File: src/rtl/cqs_pkg.sv
// Package for the circular queue with search: sizes, opcodes, status codes,
// controller state type and the probe word handed along the cell chain.
// No dependencies.
package cqs_pkg;

  // Ring sizes, fixed by the 3-bit slot and 4-bit capacity fields
  localparam int DEPTH  = 8;
  localparam int IDX_W  = 3;
  localparam int CNT_W  = 4;
  localparam int DATA_W = 32;
  localparam int ADDR_W = 3;
  localparam int PDATA_W = 32;

  // Register map, as word index paddr[2]
  localparam logic REG_CAPACITY = 1'b0;

  // Operation codes
  localparam logic [1:0] OP_ENQ    = 2'd0;
  localparam logic [1:0] OP_DEQ    = 2'd1;
  localparam logic [1:0] OP_SEARCH = 2'd2;

  // Status codes
  localparam logic [1:0] STS_OK    = 2'd0;
  localparam logic [1:0] STS_FULL  = 2'd1;
  localparam logic [1:0] STS_EMPTY = 2'd2;
  localparam logic [1:0] STS_MISS  = 2'd3;

  // Controller states
  typedef enum logic [1:0] {
    ST_IDLE,
    ST_SEARCH,
    ST_DONE
  } state_t;

  // Search probe passed from one cell to the next
  typedef struct packed {
    logic             valid;
    logic [CNT_W-1:0] remain;
  } probe_t;

endpackage

File: src/rtl/circular_queue_with_search.sv
// Top level of the circular queue with search: register port, controller,
// head/tail/occupancy and the ring of slot cells. Depends on cqs_pkg, cqs_cell.
//
// Usage: each input word carries op (enqueue, dequeue, search) and value.
// A word is taken when in_valid is high and in_stall is low; every word
// yields exactly one result word (status, slot, data_out) on the output
// channel, taken when out_valid is high and out_stall is low.
// Enqueue and dequeue: the result goes through the result register into the
// output register, and the next word is taken once it is loaded there. A
// search sends a probe around the ring of cells, one slot per cycle from head
// toward tail, to the entry that matches the key or, on a miss, past all
// occupied entries; this walk along the cell chain sets how long a search
// takes, and its result then goes on to the output register in the same way.
// While the receiver stalls, a finished result waits in the result register
// and the input stays stalled until the output register is free. Capacity
// sits at byte address 0 of the APB port and a write to it empties the
// queue; write it only while the block is idle. Reset (synchronous) empties
// the queue and sets capacity to 8; stored words are undefined until an
// enqueue writes them.
module circular_queue_with_search (
  input  logic                          clk,
  input  logic                          rst,
  // configuration port
  input  logic                          psel,
  input  logic                          penable,
  input  logic                          pwrite,
  input  logic [cqs_pkg::ADDR_W-1:0]    paddr,
  input  logic [cqs_pkg::PDATA_W-1:0]   pwdata,
  output logic [cqs_pkg::PDATA_W-1:0]   prdata,
  output logic                          pready,
  // input channel
  input  logic                          in_valid,
  output logic                          in_stall,
  input  logic [1:0]                    op,
  input  logic signed [cqs_pkg::DATA_W-1:0] value,
  // output channel
  output logic                          out_valid,
  input  logic                          out_stall,
  output logic [1:0]                    status,
  output logic [cqs_pkg::IDX_W-1:0]     slot,
  output logic signed [cqs_pkg::DATA_W-1:0] data_out
);
  import cqs_pkg::*;

  state_t state, state_next;

  logic [CNT_W-1:0]  capacity;
  logic [IDX_W-1:0]  head, tail;
  logic [CNT_W-1:0]  occ;
  logic [DATA_W-1:0] key;
  logic [1:0]        res_status;
  logic [IDX_W-1:0]  res_slot;
  logic [DATA_W-1:0] res_data;
  logic [1:0]        res_status_next;
  logic [IDX_W-1:0]  res_slot_next;
  logic [DATA_W-1:0] res_data_next;

  logic [IDX_W-1:0]  capm1;
  logic              cfg_wr;
  logic              accept;
  logic              is_full, is_empty;
  logic              start_search;
  logic              out_load;
  logic [IDX_W-1:0]  head_adv, tail_adv;

  probe_t            probe_in  [DEPTH];
  probe_t            probe_out [DEPTH];
  logic [DEPTH-1:0]  hit_vec;
  logic [DEPTH-1:0]  active_vec;
  logic [DATA_W-1:0] words     [DEPTH];
  logic              any_hit, any_probe;
  logic [IDX_W-1:0]  hit_slot;

  // Register port
  assign pready = 1'b1;
  assign cfg_wr = psel && penable && pwrite && pready && (paddr[2] == REG_CAPACITY);
  assign prdata = (paddr[2] == REG_CAPACITY) ? PDATA_W'(capacity) : '0;

  // Effective capacity minus one: zero acts as one, above DEPTH acts as DEPTH
  always_comb begin
    if (capacity == '0) begin
      capm1 = '0;
    end else if (capacity > CNT_W'(DEPTH)) begin
      capm1 = IDX_W'(DEPTH - 1);
    end else begin
      capm1 = IDX_W'(capacity - CNT_W'(1));
    end
  end

  assign is_full  = occ > {1'b0, capm1};
  assign is_empty = (occ == '0);
  assign head_adv = (head == capm1) ? '0 : head + IDX_W'(1);
  assign tail_adv = (tail == capm1) ? '0 : tail + IDX_W'(1);

  assign accept       = in_valid && !in_stall;
  assign start_search = accept && (op == OP_SEARCH) && !is_empty;

  // Ring of slot cells; a probe wraps from the last used cell back to cell 0
  for (genvar i = 0; i < DEPTH; i++) begin : g_cell
    if (i == 0) begin : g_first
      assign probe_in[i] = probe_out[capm1];
    end else begin : g_rest
      assign probe_in[i] = (capm1 == IDX_W'(i - 1)) ? '0 : probe_out[i-1];
    end

    cqs_cell u_cell (
      .clk          (clk),
      .rst          (rst),
      .wr_en        (accept && (op == OP_ENQ) && !is_full && (tail == IDX_W'(i))),
      .wr_data      (value),
      .start        (start_search && (head == IDX_W'(i))),
      .start_remain (occ),
      .key          (key),
      .probe_in     (probe_in[i]),
      .probe_out    (probe_out[i]),
      .hit          (hit_vec[i]),
      .active       (active_vec[i]),
      .word         (words[i])
    );
  end

  // Encode the hit position; at most one probe is in the ring
  always_comb begin
    hit_slot = '0;
    for (int i = 0; i < DEPTH; i++) begin
      if (hit_vec[i]) begin
        hit_slot = hit_slot | IDX_W'(i);
      end
    end
  end
  assign any_hit   = |hit_vec;
  assign any_probe = |active_vec;

  // Next state
  always_comb begin
    state_next = state;
    case (state)
      ST_IDLE: begin
        if (in_valid) begin
          state_next = ((op == OP_SEARCH) && !is_empty) ? ST_SEARCH : ST_DONE;
        end
      end
      ST_SEARCH: begin
        if (any_hit || !any_probe) begin
          state_next = ST_DONE;
        end
      end
      ST_DONE: begin
        if (!out_valid || !out_stall) begin
          state_next = ST_IDLE;
        end
      end
      default: state_next = ST_IDLE;
    endcase
  end

  // Controller outputs
  always_comb begin
    in_stall = 1'b1;
    out_load = 1'b0;
    case (state)
      ST_IDLE:   in_stall = 1'b0;
      ST_SEARCH: in_stall = 1'b1;
      ST_DONE:   out_load = !out_valid || !out_stall;
      default:   in_stall = 1'b1;
    endcase
  end

  // Control state, queue pointers and capacity
  always_ff @(posedge clk) begin
    if (rst) begin
      state    <= ST_IDLE;
      capacity <= CNT_W'(DEPTH);
      head     <= '0;
      tail     <= '0;
      occ      <= '0;
    end else begin
      state <= state_next;
      if (cfg_wr) begin
        capacity <= pwdata[CNT_W-1:0];
        head     <= '0;
        tail     <= '0;
        occ      <= '0;
      end else if (accept) begin
        if ((op == OP_ENQ) && !is_full) begin
          tail <= tail_adv;
          occ  <= occ + CNT_W'(1);
        end else if ((op == OP_DEQ) && !is_empty) begin
          head <= head_adv;
          occ  <= occ - CNT_W'(1);
        end
      end
    end
  end

  // Build the next result word
  always_comb begin
    res_status_next = res_status;
    res_slot_next   = res_slot;
    res_data_next   = res_data;
    if (accept) begin
      res_status_next = STS_OK;
      res_slot_next   = '0;
      res_data_next   = '0;
      case (op)
        OP_ENQ: begin
          if (is_full) begin
            res_status_next = STS_FULL;
          end
        end
        OP_DEQ: begin
          if (is_empty) begin
            res_status_next = STS_EMPTY;
          end else begin
            res_data_next = words[head];
          end
        end
        OP_SEARCH: begin
          if (is_empty) begin
            res_status_next = STS_EMPTY;
          end
        end
        default: res_status_next = STS_OK;
      endcase
    end else if (state == ST_SEARCH) begin
      if (any_hit) begin
        res_status_next = STS_OK;
        res_slot_next   = hit_slot;
      end else if (!any_probe) begin
        res_status_next = STS_MISS;
      end
    end
  end

  // Hold the search key and the result word
  always_ff @(posedge clk) begin
    if (accept) begin
      key <= value;
    end
    res_status <= res_status_next;
    res_slot   <= res_slot_next;
    res_data   <= res_data_next;
  end

  // Output register: hold while stalled, load when free
  always_ff @(posedge clk) begin
    if (rst) begin
      out_valid <= 1'b0;
    end else if (out_load) begin
      out_valid <= 1'b1;
    end else if (!out_stall) begin
      out_valid <= 1'b0;
    end
  end

  always_ff @(posedge clk) begin
    if (out_load) begin
      status   <= res_status;
      slot     <= res_slot;
      data_out <= res_data;
    end
  end

endmodule

File: src/rtl/cqs_cell.sv
// One ring slot: holds a stored word and the search probe while it visits.
// Compares the search key with its word and forwards a missed probe.
// Depends on cqs_pkg.
module cqs_cell (
  input  logic                          clk,
  input  logic                          rst,
  input  logic                          wr_en,
  input  logic [cqs_pkg::DATA_W-1:0]    wr_data,
  input  logic                          start,
  input  logic [cqs_pkg::CNT_W-1:0]     start_remain,
  input  logic [cqs_pkg::DATA_W-1:0]    key,
  input  cqs_pkg::probe_t               probe_in,
  output cqs_pkg::probe_t               probe_out,
  output logic                          hit,
  output logic                          active,
  output logic [cqs_pkg::DATA_W-1:0]    word
);
  import cqs_pkg::*;

  probe_t probe;

  // Store the word on enqueue
  always_ff @(posedge clk) begin
    if (wr_en) begin
      word <= wr_data;
    end
  end

  // Load the probe at search start, else take it from the neighbor
  always_ff @(posedge clk) begin
    if (rst) begin
      probe <= '0;
    end else if (start) begin
      probe.valid  <= 1'b1;
      probe.remain <= start_remain;
    end else begin
      probe <= probe_in;
    end
  end

  // Compare and forward a miss while entries remain
  always_comb begin
    active           = probe.valid;
    hit              = probe.valid && (word == key);
    probe_out.valid  = probe.valid && !hit && (probe.remain > CNT_W'(1));
    probe_out.remain = probe.remain - CNT_W'(1);
  end

endmodule

File: config.mk
export PLATFORM = sky130hd
export DESIGN_NAME = circular_queue_with_search
export DESIGN_NICKNAME = d
export VERILOG_FILES = /design/src/rtl/cqs_pkg.sv /design/src/rtl/circular_queue_with_search.sv /design/src/rtl/cqs_cell.sv
export SDC_FILE = /design/constraint.sdc
export NUM_CORES = 1
export LEC_CHECK = 0
export ABC_CLOCK_PERIOD_IN_PS = 4850
export BUFFER_PORTS_ARGS = -buffer_cell sky130_fd_sc_hd__buf_2
export CAP_MARGIN = 30
export CORE_MARGIN = 1.5
export CORE_UTILIZATION = 61
export CTS_BUF_LIST = sky130_fd_sc_hd__clkbuf_16
export DETAILED_ROUTE_END_ITERATION = 10
export MAX_ROUTING_LAYER = met4
export PLACE_DENSITY = 0.85
export SLEW_MARGIN = 15
export SYNTH_ARGS = -nofsm -noshare
export SYNTH_HDL_FRONTEND = slang
export SYNTH_HIERARCHICAL = 1
export SYNTH_SLANG_ARGS = --single-unit
File: constraint.sdc
create_clock -name clk -period 4.85 [get_ports clk]
set_input_delay 0.97 -clock clk [delete_from_list [all_inputs] [get_ports clk]]
set_output_delay 0.97 -clock clk [all_outputs]
set_load 0.05 [all_outputs]
* Word level (Yosys, flattened, before mapping)
Index checks and enable logic that the tools add are counted.
** Operators by class
- Add/subtract/negate cells :: 13
- Order comparisons :: 12
- Eq/ne operators :: 39
- Mux-type cells :: 51
- Bitwise logic cells :: 5
- Reduce and logical (&&, ||, !) cells :: 86
** Operators with widths (number)
- $eq 32x32->1 :: 8
- $bmux 32 s3 :: 1
- $mux 5 :: 17
- $mux 32 :: 2
- $logic_and 1x1->1 :: 51
- $sub 4x1->4 const B :: 9
- $eq 3x3->1 const B :: 11
- $gt 4x1->1 const B :: 8
- $mux 3 :: 8
- $mux 2 :: 11
- $eq 3x2->1 const B :: 6
- $reduce_or 8->1 :: 2
- $bmux 5 s3 :: 1
- $logic_not 1->1 :: 13
- $mux 4 :: 3
- $eq 3x1->1 const B :: 3
- $logic_not 3->1 :: 3
- $ge 4x4->1 const B :: 2
- $logic_not 4->1 :: 2
- $not 3->4 :: 2
- $reduce_and 2->1 :: 4
- $add 3x1->3 const B :: 2
- $eq 3x3->1 :: 2
- $mux 1 :: 6
- 17 further kinds :: 29
** Storage, ports and cells
- Register bits :: 419
- Output and inout bits :: 72

* Depth between registers and ports, before layout
- Word-level depth :: 9
- Mapped depth :: 17

* By module
The synthesis kept the hierarchy.
** By module, submodules not included
- cqs_cell :: times used 8, cells an instance 102, area an instance 1564.0 um^2, sequential area each 1061.0 um^2
- circular_queue_with_search :: times used 1, cells an instance 608, area an instance 7603.5 um^2, sequential area each 3493.4 um^2

* Worst setup path after synthesis
Ideal clock, no wire load.
- Kind :: in2reg
- Start :: input port in_valid
- End :: register res_status[1] (data pin)
- Library setup time :: 0.360 ns
- Arrival time :: 3.650 ns
- Data required time :: 4.490 ns
- Setup slack :: 0.840 ns
- Stages :: 4
- Path buffers :: 1
- Path through :: or3b_4 clkinv_4 clkbuf_1 o21ai_0
** On the way
- Word-level cells in the longest chain between the ends :: 2
** RTL lines
- from (decl) :: RTL line circular_queue_with_search.sv:32 : input logic in_valid,
- $logic_and 1x1->1 :: RTL line circular_queue_with_search.sv:95 : assign accept = in_valid && !in_stall;
- via accept :: RTL line circular_queue_with_search.sv:60 : logic accept;
- $mux 2 :: RTL line circular_queue_with_search.sv:201 : if (accept) begin
- via res_status_next[1] :: RTL line circular_queue_with_search.sv:54 : logic [1:0] res_status_next;
- to (signal assigned) :: RTL line circular_queue_with_search.sv:240 : res_status <= res_status_next;
- to (decl) :: RTL line circular_queue_with_search.sv:51 : logic [1:0] res_status;
The timed path passes the listed nets, and every way through them passes these cells.
A chain may end at the register's enable or synchronous reset.

* Worst setup path in the final report
- Start :: register capacity[0]
- End :: register g_cell[4].u_cell/word[13] in the netlist's numbering, enable pin
** On the way
- Word-level cells in the longest chain between the ends :: 7
** RTL lines
- from (decl) :: RTL line circular_queue_with_search.sv:47 : logic [CNT_W-1:0] capacity;
- from (signal assigned) :: RTL line circular_queue_with_search.sv:173 : capacity <= CNT_W'(DEPTH);
- from (signal assigned) :: RTL line circular_queue_with_search.sv:180 : capacity <= pwdata[CNT_W-1:0];
- $gt 4x4->1 or $sub 3x1->3 (tied branches) :: RTL line circular_queue_with_search.sv:83, circular_queue_with_search.sv:86
- $mux 3 :: RTL line circular_queue_with_search.sv:83 : end else if (capacity > CNT_W'(DEPTH)) begin
- $mux 3 (*) :: RTL line circular_queue_with_search.sv:81 : if (capacity == '0) begin
- $gt 4x3->1 (*) :: RTL line circular_queue_with_search.sv:90 : assign is_full = occ > {1'b0, capm1};
- $logic_not 1->1 (*) :: RTL line circular_queue_with_search.sv:109 : .wr_en (accept && (op == OP_ENQ) && !is_full && (tail == IDX_W'(i))),
- $logic_and 1x1->1 (*) (2 in series) :: RTL line circular_queue_with_search.sv:109
- to (signal assigned) :: RTL line cqs_cell.sv:25 : word <= wr_data;
- to (decl) :: RTL line cqs_cell.sv:16 : output logic [cqs_pkg::DATA_W-1:0] word
Mark *: on every way between the ends. The rest lies on a longest branch, timed or not.

==> flow_metrics.tcl <==
set metrics [dict create \
    yosysMostFrequentCell "edfxtp_1" \
    async_flop_share_pct 0 \
    fin_skew_ps 15.4 \
    groute.usage.overall_pct 29.1 \
    power_density_nw_per_um2 363 \
    synthCells 1424 \
    setup_slack_ps 918 \
    grt.met2_usage_pct 46.3 \
    rsz0062_at_grt "false" \
    place_congestion 0.977 \
    clk_latency_ps 550 \
    drt_wl_total_um 47600 \
    fp.dieW_um 185 \
    crit_type "register to register" \
    cts_resized 0 \
    vias_per_cell 6.18 \
    vias 12500 \
    synth-edff-count 359 \
    die_area_um2 34100 \
    wl_per_cell_um 23.6 \
    design.core.area_um2 32500 \
    ys_seq_area_share_pct 59.6 \
    period_share_pct 81.1 \
    synth_common_cells "edfxtp_1, xnor2_1, nand2_1, nor2_1" \
    drc 0 \
    final_layout_size_suffix_gt1_share_pct 18.1 \
    first_pass_iters 6 \
    maxSlewHeadroom_pct 40.4 \
    setup_viol 0 \
    start_util_pct 61.8 \
    yosys_warnings 6 \
    finalHoldViolCount 0 \
    synth_seq_cells 419 \
    hold_path.class "register to register" \
    use_met3_pct 3.93 \
    cts_buffers 42 \
    synth_top_area_cell "edfxtp_1" \
    leakage_nw 7.52 \
    max_slew.worst_pin.slew_ps 892 \
    crit_path_end_kind "register" \
    grt-ovfl-total 0 \
    drtIter0Drc 1360 \
    fmax_mhz 254 \
    ant_nets 0 \
    ctsLongestPathBuffers 3 \
    slew_viol_final 0 \
    status "completed" \
    postLayoutCoreUtil_pct 68.7 \
    clkTransAtPathRegs_ps 60 \
    synth_top_area_share_pct 53.6 \
    cp.required_ps 5100 \
    post_cts_buffers 0 \
    syn-mean-instance-area_um2 14.1 \
    ctsHoldBuffers 0 \
    critPathSlowestCell "and3_2" \
    crit_path_start_kind "register" \
    clock-sinks 419 \
    antenna_found_initial 6 \
    dp_hpwl_um 31400 \
    ir_worst_vdd_v 0.000276 \
    cts_root_buf "clkbuf_16" \
    ys_types 65 \
    htree_levels 2 \
    cap_violations 0 \
    cp_max_fo 20 \
    cpPeakStageDelay_ps 720 \
    syn_area_um2 20100 \
    finalCriticalPeriod_ps 3930 \
    cp.arrival_ps 4180 \
    final_nets 1651 \
    worstPathCellList "inv_2, ha_1, nor2b_1, or2_1, inv_4, ha_1, and3_1, a211oi_4, nor3_2, and3_2, buf_4" \
    rows 66 \
    ios 148 \
    grt-busiest-layer "met2" \
    fill_cells 2150 \
    globalRouteMet1Util_pct 38.0 \
    synthFlopType "edfxtp_1" \
    cpMostUsedCell "ha_1" \
    grt_max_degree 50 \
    syn_to_final_growth_pct 11.1 \
    numPortBuffers 88 \
    grt_pass1_wl_um 71000 \
    power.total_mw 8.11 \
    die_y_um 185 \
    totalNegativeSetupSlack_ps 0 \
    synth.area.top_cells "edfxtp_1, xnor2_1, mux4_2" \
    place_ws_ps 1030 \
    first_global_vias 12200 \
    cts_tree "yes" \
]
## where the power goes
| part | internal (mW) | total, mW | switching, mW |
|---|---|---|---|
| registers | 4.05 | 4.19 | 0.138 |
| clock network | 1.71 | 3.05 | 1.34 |
| logic | 0.337 | 0.865 | 0.528 |
| total | 6.10 | 8.11 | 2.01 |
## cell usage in the layout (no fill, tap or decap), types with 43 or more instances in the layout
master / netlist / layout
mux4_2: 64 / 64
buf_2: 10 / 88
nand4_1: 64 / 64
dfxtp_1: 60 / 58
a21oi_1: 53 / 52
nor2_1: 71 / 71
edfxtp_1: 359 / 359
nand2_1: 78 / 78
clkbuf_16: 0 / 43
xnor2_1: 263 / 263
inv_1: 35 / 52
## state kept, by name (all words and copies together) (netlist names)
signal / count
g_cell.u_cell/probe: 32
g_cell.u_cell/word: 256
slot: 3
capacity: 4
res_data: 32
data_out: 32
key: 32
out_valid: 1
tail: 3
res_status: 2
occ: 4
g_cell.u_cell/active: 8
state: 2
head: 3
res_slot: 3
status: 2
## area by class of cell
cell class              instances  area, um^2  share of cell area, %
clock buffers                  43        1080                   4.81
inverters                      40         158                  0.705
repair buffers                113         681                   3.05
flip-flops and latches        419       12000                   53.6
diodes                          7        17.5                 0.0784
well taps                     442         553                   2.47
multi-input cells             920        7670                   34.3
clock inverters                34         208                  0.929
## path summary, 6_finish.rpt
| check | cells after the start | end | from | slack, ps |
|---|---|---|---|---|
| worst max-delay path | 11 | g_cell[4].u_cell/word[13] | capacity[0] | 920 |
| worst max register to register | 11 | g_cell[4].u_cell/word[13] | capacity[0] | 920 |
| worst min register to register | 0 | data_out[9] | res_data[9] | 420 |
| worst min-delay path | 0 | data_out[9] | res_data[9] | 420 |
## layer usage
| layer | vias up | part of all wire, % |
|---|---|---|
| met2 | 718 | 49 |
| met4 | 0 | 3.9 |
| li1 | 5433 | - |
| met5 | - | 0 |
| met3 | 130 | 8.8 |
| met1 | 6193 | 38 |
## stage by stage
stage               hold WS, ps  instance area, um^2  instances
CTS                         418                22300       2011
finish                      416                22300       2018
floorplan                   400                20200       1451
global route                427                22300       2017
global placement            404                21000       1931
detailed placement          405                21000       1934
## worst max-delay path: cells and delay by family (launching register included)
kind / cells / cell delay [ps]
flip-flops: 1 / 420
AND/OR/NAND/NOR: 5 / 1990
adder cells (fa/ha/maj): 2 / 580
AO/OA/AOI/OAI: 1 / 90
buffers and inverters: 3 / 550
## kinds of logic after synthesis
family / after synthesis / share of synthesized area (%)
other cells: 2 / 0.0373
fa+ha+maj: 41 / 2.58
simple gates: 351 / 9.72
buf+inv: 112 / 2.92
compound gates: 107 / 3.38
xor+xnor: 280 / 12.2
flops: 419 / 59.6
mux: 112 / 9.62
No activity file was read; power rests on OpenSTA's default activity.
